<file path="config.mk">
export PLATFORM = sky130hd
export DESIGN_NAME = psd_cell
export DESIGN_NICKNAME = d
export VERILOG_FILES = /design/src/rtl/core/psd_pkg.sv /design/src/rtl/core/psd_cell.sv
export VERILOG_INCLUDE_DIRS = /design/src /design/src/rtl/core
export SDC_FILE = /design/constraint.sdc
export NUM_CORES = 1
export LEC_CHECK = 0
export BUFFER_PORTS_ARGS = -buffer_cell sky130_fd_sc_hd__buf_2
export CORE_AREA = 2 2 286 288
export DETAILED_ROUTE_END_ITERATION = 10
export DIE_AREA = 0 0 288 290
export PLACE_DENSITY = 0.7
export SLEW_MARGIN = 20
export SYNTH_ARGS = -nofsm -noshare
export SYNTH_HDL_FRONTEND = slang
export SYNTH_SLANG_ARGS = --single-unit
</file>
<file path="constraint.sdc">
create_clock -name clk -period 11.6 [get_ports clk]
set_input_delay 0.58 -clock clk [delete_from_list [all_inputs] [get_ports clk]]
set_output_delay 0.58 -clock clk [all_outputs]
set_load 0.1 [all_outputs]
</file>
<file path="src/rtl/core/assert_macros.svh">
// Assertion macros for the point segment distance block.
`ifndef ASSERT_MACROS_SVH
`define ASSERT_MACROS_SVH
`ifndef NO_ASSERTIONS
`define PSD_ASSERT(name, clk, rstn, prop) \
    name: assert property (@(posedge clk) disable iff (!rstn) (prop)) \
    else $error("psd assertion failed");
`define PSD_IMPLY(name, clk, rstn, ante, cons) \
    name: assert property (@(posedge clk) disable iff (!rstn) (ante) |-> (cons)) \
    else $error("psd implication failed");
`else
`define PSD_ASSERT(name, clk, rstn, prop)
`define PSD_IMPLY(name, clk, rstn, ante, cons)
`endif
`endif

</file>
<file path="src/rtl/core/psd_pkg.sv">
`default_nettype none
package psd_pkg;
    localparam int COORD_WIDTH_DEF = 32;
    localparam int FIELD_W = 32;
    localparam int DIST_W = 33;
    localparam int S_TDATA_W = 6 * FIELD_W;
    localparam int M_TDATA_W = 40;
    localparam int M_TUSER_W = 2;

    typedef enum logic [1:0] {
        NC_FOOT  = 2'd0,
        NC_START = 2'd1,
        NC_END   = 2'd2
    } near_case_t;
endpackage
`default_nettype wire

</file>
<file path="src/rtl/core/psd_cell.sv">
`default_nettype none
`include "assert_macros.svh"
module psd_cell #(
    parameter int CW = 32,
    parameter int BIT = 0
) (
    input  wire logic            clk,
    input  wire logic            rst_n,
    input  wire logic            s_valid,
    output logic                 s_ready,
    input  wire logic [4*CW+3:0] s_rem,
    input  wire logic [4*CW+3:0] s_dd,
    input  wire logic [2*CW+2:0] s_den,
    input  wire logic [CW:0]     s_dist,
    input  wire psd_pkg::near_case_t s_kind,
    output logic                 m_valid,
    input  wire logic            m_ready,
    output logic [4*CW+3:0]      m_rem,
    output logic [4*CW+3:0]      m_dd,
    output logic [2*CW+2:0]      m_den,
    output logic [CW:0]          m_dist,
    output psd_pkg::near_case_t  m_kind
);
    import psd_pkg::*;

    localparam int NW = 4 * CW + 4;
    localparam int TW = NW + 2;

    logic            valid_reg;
    logic [NW-1:0]   rem_reg, dd_reg, rem_next, dd_next;
    logic [2*CW+2:0] den_reg;
    logic [CW:0]     dist_reg, dist_next;
    near_case_t      kind_reg;
    logic [TW-1:0]   term;
    logic            take;

    assign s_ready = !valid_reg || m_ready;

    // trial: (d + 2^k)^2 den - d^2 den = 2^(k+1) d den + 2^(2k) den
    always_comb
    begin
        term      = (TW'(s_dd) << (BIT + 1)) + (TW'(s_den) << (2 * BIT));
        take      = TW'(s_rem) >= term;
        rem_next  = take ? NW'(TW'(s_rem) - term) : s_rem;
        dd_next   = take ? s_dd + (NW'(s_den) << BIT) : s_dd;
        dist_next = take ? (s_dist | ((CW+1)'(1) << BIT)) : s_dist;
    end

    always_ff @(posedge clk or negedge rst_n)
    begin
        if (!rst_n)
        begin
            valid_reg <= 1'b0;
        end
        else if (s_ready)
        begin
            valid_reg <= s_valid;
        end
    end

    always_ff @(posedge clk)
    begin
        if (s_ready)
        begin
            rem_reg  <= rem_next;
            dd_reg   <= dd_next;
            den_reg  <= s_den;
            dist_reg <= dist_next;
            kind_reg <= s_kind;
        end
    end

    assign m_valid = valid_reg;
    assign m_rem   = rem_reg;
    assign m_dd    = dd_reg;
    assign m_den   = den_reg;
    assign m_dist  = dist_reg;
    assign m_kind  = kind_reg;

    `PSD_IMPLY(a_low_bits_clear, clk, rst_n, valid_reg,
               (dist_reg & (((CW+1)'(1) << BIT) - (CW+1)'(1))) == '0)
    `PSD_IMPLY(a_vertex_den_one, clk, rst_n, valid_reg && kind_reg != NC_FOOT,
               den_reg == (2*CW+3)'(1))
endmodule
`default_nettype wire

</file>
==> flow_summary.json, run 1 <==
{
  "status": "completed",
  "ir_worst_vdd_mv": 0.0996,
  "antenna_found_initial": 31,
  "maxSlewHeadroom_pct": 4.43,
  "critPathTopFamily": "simple AND/OR/NAND/NOR gates",
  "setup_viol": 0,
  "syn_area_per_cell_um2": 8.51,
  "rrSetupSlack_ns": 8.63,
  "grt_pass1_wl_um": 200000,
  "reg2reg_depth": 4,
  "worst_hold_path.num_cells": 1,
  "tns_ns": 0,
  "cts_tree": "done",
  "wl_um": 137000,
  "final_util_pct": 48.7,
  "htree_levels": 2,
  "drc_errors": 0,
  "start_util_pct": 41.4,
  "tightest_slew_ns": 1.42,
  "fin_ws_ns": 2.65,
  "fp.coreArea_um2": 80200,
  "crit_start": "s_den[29]",
  "ys_dominant_reg_cell": "edfxtp_1",
  "nFillCells": 7908,
  "met3_length_um": 12200,
  "sequentialPowerShare_pct": 27.2,
  "fin_skew_ns": 0.0201,
  "vias_per_cell": 5.95,
  "place_hpwl_um": 113000,
  "clk_pin_slew_ns": 0.06,
  "seq_area_frac_synth_pct": 33.2,
  "post_drt_wl_per_cell_um": 24.4,
  "critPathLaunchType": "input pin",
  "area_delta_synth_final_pct": 17.8,
  "grt_pass1_vias": 31703,
  "ys_seq_elements": 367,
  "final_nets": 5143,
  "holdCritStartpoint": "s_dist[17]",
  "end_kind": "flip-flop",
  "globalRouteOverflowTotal": 0,
  "async_flop_share_pct": 0.272,
  "timing.final.crit_share_pct": 77.2,
  "ios": 738,
  "vias": 33409,
  "pwr-share-clk_pct": 22.8,
  "die_h_um": 290,
  "path_buf_inv": 2,
  "post_cts_buffers": 0,
  "max_freq_mhz": 112,
  "dieWidth_um": 288,
  "synth-edff-count": 366,
  "synthCells": 3894,
  "worst_hold_path_type": "input pin to flip-flop",
  "final_antenna_net_count": 0,
  "r2r_start": "m_valid",
  "layout_commonest_cell": "buf_2",
  "grt_util_all_layers_pct": 31.4,
  "internal_power_w": 0.00316,
  "finalMaxSlewViolations": 0,
  "pre_cts_ws_ns": 2.07,
  "topRoutingLayerUsed": "met5",
  "drive_gt1_share_pct": 20.3,
  "cts_made_buffers": 44,
  "dieArea_um2": 83500,
  "hold_end": "m_dist[17]",
  "maxCapViolCount": 0,
  "hold_violations": 0,
  "path_class": "input pin to flip-flop",
  "switching_share_pct": 48.7,
  "drt_first_pass_iters": 6,
  "netlist-cell-type-count": 85,
  "fin_area_um2": 39000,
  "clock_sinks": 367,
  "r2r-end": "m_rem[61]",
  "pwr-share-comb_pct": 50.1,
  "cts_max_path_buffers": 3,
  "cp_slowest_stage_delay_ns": 0.69,
  "grt_max_degree": 154,
  "clock_latency_ns": 0.63,
  "crit_slowest_cell": "o22ai_1",
  "min_period_ns": 8.95,
  "rsz0062_at_grt": "no",
  "cts_resized": 0,
  "wl_met2_um": 64200,
  "worstPathArrival_ns": 9.24,
  "place_congestion": 1.00,
  "root_buffer": "clkbuf_16",
  "rows": 104,
  "p_per_area_nw_per_um2": 158,
  "port_buffers": 737,
  "p_leak_nw": 16.2,
  "synth_nets": 4532,
  "syn-cell-area_um2": 33100,
  "crit_fanout": 153,
  "synth_warnings": 0,
  "mostFrequentLayoutCells": "737 x buf_2, 525 x nand2_1, 388 x o21ai_0",
  "p_sw_w": 0.00300,
  "required_ns": 11.89,
  "power_w": 0.00616,
  "dpl-instance-area_um2": 37600,
  "drt_iter0_markers": 3027,
  "wl_met1_um": 55300
}
[cell families after synthesis]
group | after synthesis | share of synthesized area (%)
fa+ha+maj | 268 | 10.2
mux | 1 | 0.0340
flops | 367 | 33.2
simple gates | 1349 | 20.3
compound gates | 1225 | 22.5
xor+xnor | 378 | 9.99
buf+inv | 306 | 3.78
[power groups by stage]
stage	Clock, W	Combinational (W)	Sequential, W
after floorplan	0	0.00130	0.00272
after global placement	0	0.00303	0.00170
after detailed placement	0	0.00303	0.00170
after CTS	0.00143	0.00305	0.00168
after global routing	0.00147	0.00326	0.00169
final	0.00140	0.00308	0.00167
[routing by layer]
layer | track usage, % | vias to the layer above
met4 | 11.3 | 24
met1 | 39.9 | 15796
met2 | 52.1 | 1540
met5 | 0 | -
li1 | - | 15762
met3 | 6.78 | 287
[registers in the layout (all words and copies together) (netlist names)]
signal	cells
m_kind	2
m_rem	132
m_den	67
m_dist	33
m_dd	132
m_valid	1
[worst max-delay path by stage]
stage	endpoint	slack [ns]	depth (start not counted)
2_1_floorplan	m_dd[0]	0.74	1
3_3_place_gp	m_dd[32]	2.21	28
3_5_place_dp	m_dd[32]	2.07	28
4_1_cts	m_dd[32]	2.63	28
5_1_grt	m_dd[55]	2.00	28
6_report	m_dd[55]	2.65	25
[per-stage QoR]
step                cells  hold slack (ns)
finish               5618            0.144
global route         5607            0.120
CTS                  5599            0.109
detailed placement   5518            0.359
global placement     5518            0.356
floorplan            3894            0.284
[worst register-to-register path, delay by kind of cell (launching register included)]
family,cells,cell delay (ns)
buffers and inverters,3,2.04
flip-flops,1,0.40
AND/OR/NAND/NOR,1,0.08
[Yosys cell counts (13+ instances only)]
cell	number	area share [%]
nand4_1	161	3.0
a31oi_1	32	0.60
buf_2	43	0.65
o21ai_0	388	5.9
o211ai_1	30	0.68
or2_2	15	0.28
xnor2_1	197	5.2
a21boi_0	14	0.32
inv_1	104	1.2
and3_1	31	0.59
a21oi_1	376	5.7
edfxtp_1	366	33
a211oi_1	25	0.57
or3_1	34	0.64
nor2b_1	30	0.57
nand2b_1	29	0.55
o31ai_1	24	0.54
xor2_1	181	4.8
nand3_1	85	1.3
nor3_1	90	1.4
o21bai_1	75	1.7
and2_1	13	0.25
nand2_1	525	5.9
clkbuf_1	149	1.7
a21o_1	104	2.4
nor4_1	34	0.64
o21a_1	41	0.93
nor2_1	211	2.4
ha_1	265	10
nor3_2	24	0.72
[cell type report]
type	instances	area [um2]	share of cell area (%)
Timing Repair Buffer	767	3930	10.1
Clock inverter	27	264	0.676
Multi-Input combinational cell	3221	20900	53.6
Clock buffer	53	1150	2.96
Tap cell	1060	1330	3.40
Sequential cell	367	11000	28.2
Antenna cell	19	47.5	0.122
Inverter	104	390	1.00
[repair_timing]
action                                  CTS  global route
endpoints found under the hold margin     1             0
endpoints found under the setup margin    0             0
hold buffers                              1             0
No activity file was read; power rests on OpenSTA's default activity.
==> run 2, diff against run 1 <==
==> constraint.sdc (replaced) <==
create_clock -name clk -period 8.5 [get_ports clk]
set_input_delay 0.425 -clock clk [delete_from_list [all_inputs] [get_ports clk]]
set_output_delay 0.425 -clock clk [all_outputs]
set_load 0.1 [all_outputs]
==> run 2 against run 1 <==
  * Hold slack got worse by 0.10 ns
  * Global-route usage increased by 0.56 points
  * Power grew 39%
  * Sequential power increased by 38%
  * Largest power group unchanged
  * Critical path depth grew 4
  * Utilization rose by 0.91 points
  * Flip-flop and latch count unchanged
  * Highest routed layer unchanged
==> flow_summary.json, run 2 (synthesized netlist as in run 1, its figures left out) <==
{
  "pre_cts_ws_ns": 0.373,
  "drive_gt1_share_pct": 20.7,
  "tns_ns": 0,
  "layout_commonest_cell": "buf_2",
  "final_nets": 5209,
  "grt_pass1_wl_um": 204000,
  "clk_pin_slew_ns": 0.06,
  "root_buffer": "clkbuf_16",
  "globalRouteOverflowTotal": 0,
  "drc_errors": 0,
  "crit_top_cell": "nand4_1",
  "crit_slowest_cell": "or4_1",
  "place_congestion": 0.989,
  "wl_um": 139000,
  "final_antenna_net_count": 0,
  "grtUsageMet2_pct": 52.2,
  "dieArea_um2": 83500,
  "place_hpwl_um": 114000,
  "drt_first_pass_iters": 5,
  "post_drt_wl_per_cell_um": 24.4,
  "setup_viol": 0,
  "pwr-share-clk_pct": 23.8,
  "htree_levels": 2,
  "die_h_um": 290,
  "worstPathArrival_ns": 8.30,
  "cts_resized": 0,
  "min_period_ns": 7.87,
  "tightest_slew_ns": 1.11,
  "ir_worst_vdd_mv": 0.141,
  "drt_iter0_markers": 3152,
  "antenna_found_initial": 37,
  "hold_violations": 0,
  "start_util_pct": 41.4,
  "grt_max_degree": 158,
  "maxCapViolCount": 0,
  "sequentialPowerShare_pct": 26.8,
  "rsz0062_at_grt": "no",
  "cp_slowest_stage_delay_ns": 0.55,
  "area_delta_synth_final_pct": 20.0,
  "critPathTopFamily": "simple AND/OR/NAND/NOR gates",
  "max_freq_mhz": 127,
  "pwr-share-comb_pct": 49.4,
  "gr-max-usage-layer": "met2",
  "fin_ws_ns": 0.627,
  "p_per_area_nw_per_um2": 215,
  "fp.coreArea_um2": 80200,
  "worst_hold_path_type": "input pin to flip-flop",
  "post_cts_buffers": 0,
  "clock_latency_ns": 0.60,
  "p_leak_nw": 16.6,
  "timing.final.crit_share_pct": 92.6,
  "switching_share_pct": 48.1,
  "fin_skew_ns": 0.0253,
  "vias_per_cell": 5.94,
  "ios": 738,
  "crit_fanout": 51,
  "clock_sinks": 367,
  "maxSlewHeadroom_pct": 26.3,
  "grt_use_met3_pct": 6.44,
  "cts_max_path_buffers": 3,
  "path_class": "input pin to flip-flop",
  "cts_tree": "done",
  "finalMaxSlewViolations": 0,
  "internal_power_w": 0.00444,
  "status": "completed",
  "vias": 33765,
  "use_met1_pct": 41.0,
  "dieWidth_um": 288,
  "port_buffers": 737,
  "grt_util_all_layers_pct": 31.9,
  "cts_made_buffers": 47,
  "rows": 104,
  "end_kind": "flip-flop",
  "grt_pass1_vias": 32492,
  "path_buf_inv": 7,
  "mostFrequentLayoutCells": "737 x buf_2, 525 x nand2_1, 388 x o21ai_0",
  "required_ns": 8.92,
  "critPathLaunchType": "input pin",
  "p_sw_w": 0.00413
}
-- run 2: cell types whose count changed in the layout (fill, tap and decap cells not counted), sizes merged --
cell,delta
clkinv,+4
bufinv,+2
dlygate4sd3,+36
clkinvlp,-1
buf,+27
inv,-1
clkbuf,+2
-- run 2: final timing paths --
check | startpoint | end | slack [ns] | depth (start not counted)
max | s_den[32] | m_rem[131] | 0.63 | 29
min | s_den[23] | m_den[23] | 0.04 | 1
max reg2reg | m_valid | m_dd[53] | 5.60 | 3
min reg2reg | m_valid | m_dist[15] | 1.01 | 1
max in group asynchronous | rst_n | m_valid | 8.30 | 2
min in group asynchronous | rst_n | m_valid | 0.12 | 2
-- run 2: final cells by class --
cell class                 count  area (um2)
tap                         1060        1330
clock buffer                  55        1210
sequential                   367       11000
fill                        7907       40400
multi-input combinational   3221       20900
inverter                     104         390
clock inverter                31         324
antenna                       19        47.5
timing repair buffer         830        4550
-- run 2: power groups by stage --
stage          clock, W  sequential [W]  combinational, W
2_1_floorplan         0         0.00369           0.00178
3_3_place_gp          0         0.00233           0.00415
3_5_place_dp          0         0.00233           0.00415
4_1_cts         0.00208         0.00230           0.00418
5_1_grt         0.00213         0.00231           0.00448
6_report        0.00204         0.00230           0.00423
-- run 2: what timing repair did --
item                       in CTS  in global routing
setup endpoints to repair       0                  0
hold endpoints to repair       37                  0
hold buffers                   37                  0
-- run 2: metal layers --
layer | part of all wire, % | vias to the layer above
met4 | 4.1 | 34
met3 | 8.3 | 294
li1 | - | 15866
met1 | 41 | 16049
met2 | 47 | 1522
met5 | 0.15 | -
-- run 2: stage by stage --
stage                     hold WS, ns  cells  total power, W  area, um2  utilization [%]
after floorplan                 0.129   3894         0.00546      33200                -
after global placement          0.200   5545         0.00648      37800             47.2
after detailed placement        0.201   5545         0.00648      37800             47.2
after CTS                    0.000914   5668         0.00855      39700             49.6
after global routing           0.0157   5682         0.00893      39800             49.6
final                          0.0396   5687         0.00857      39800             49.6
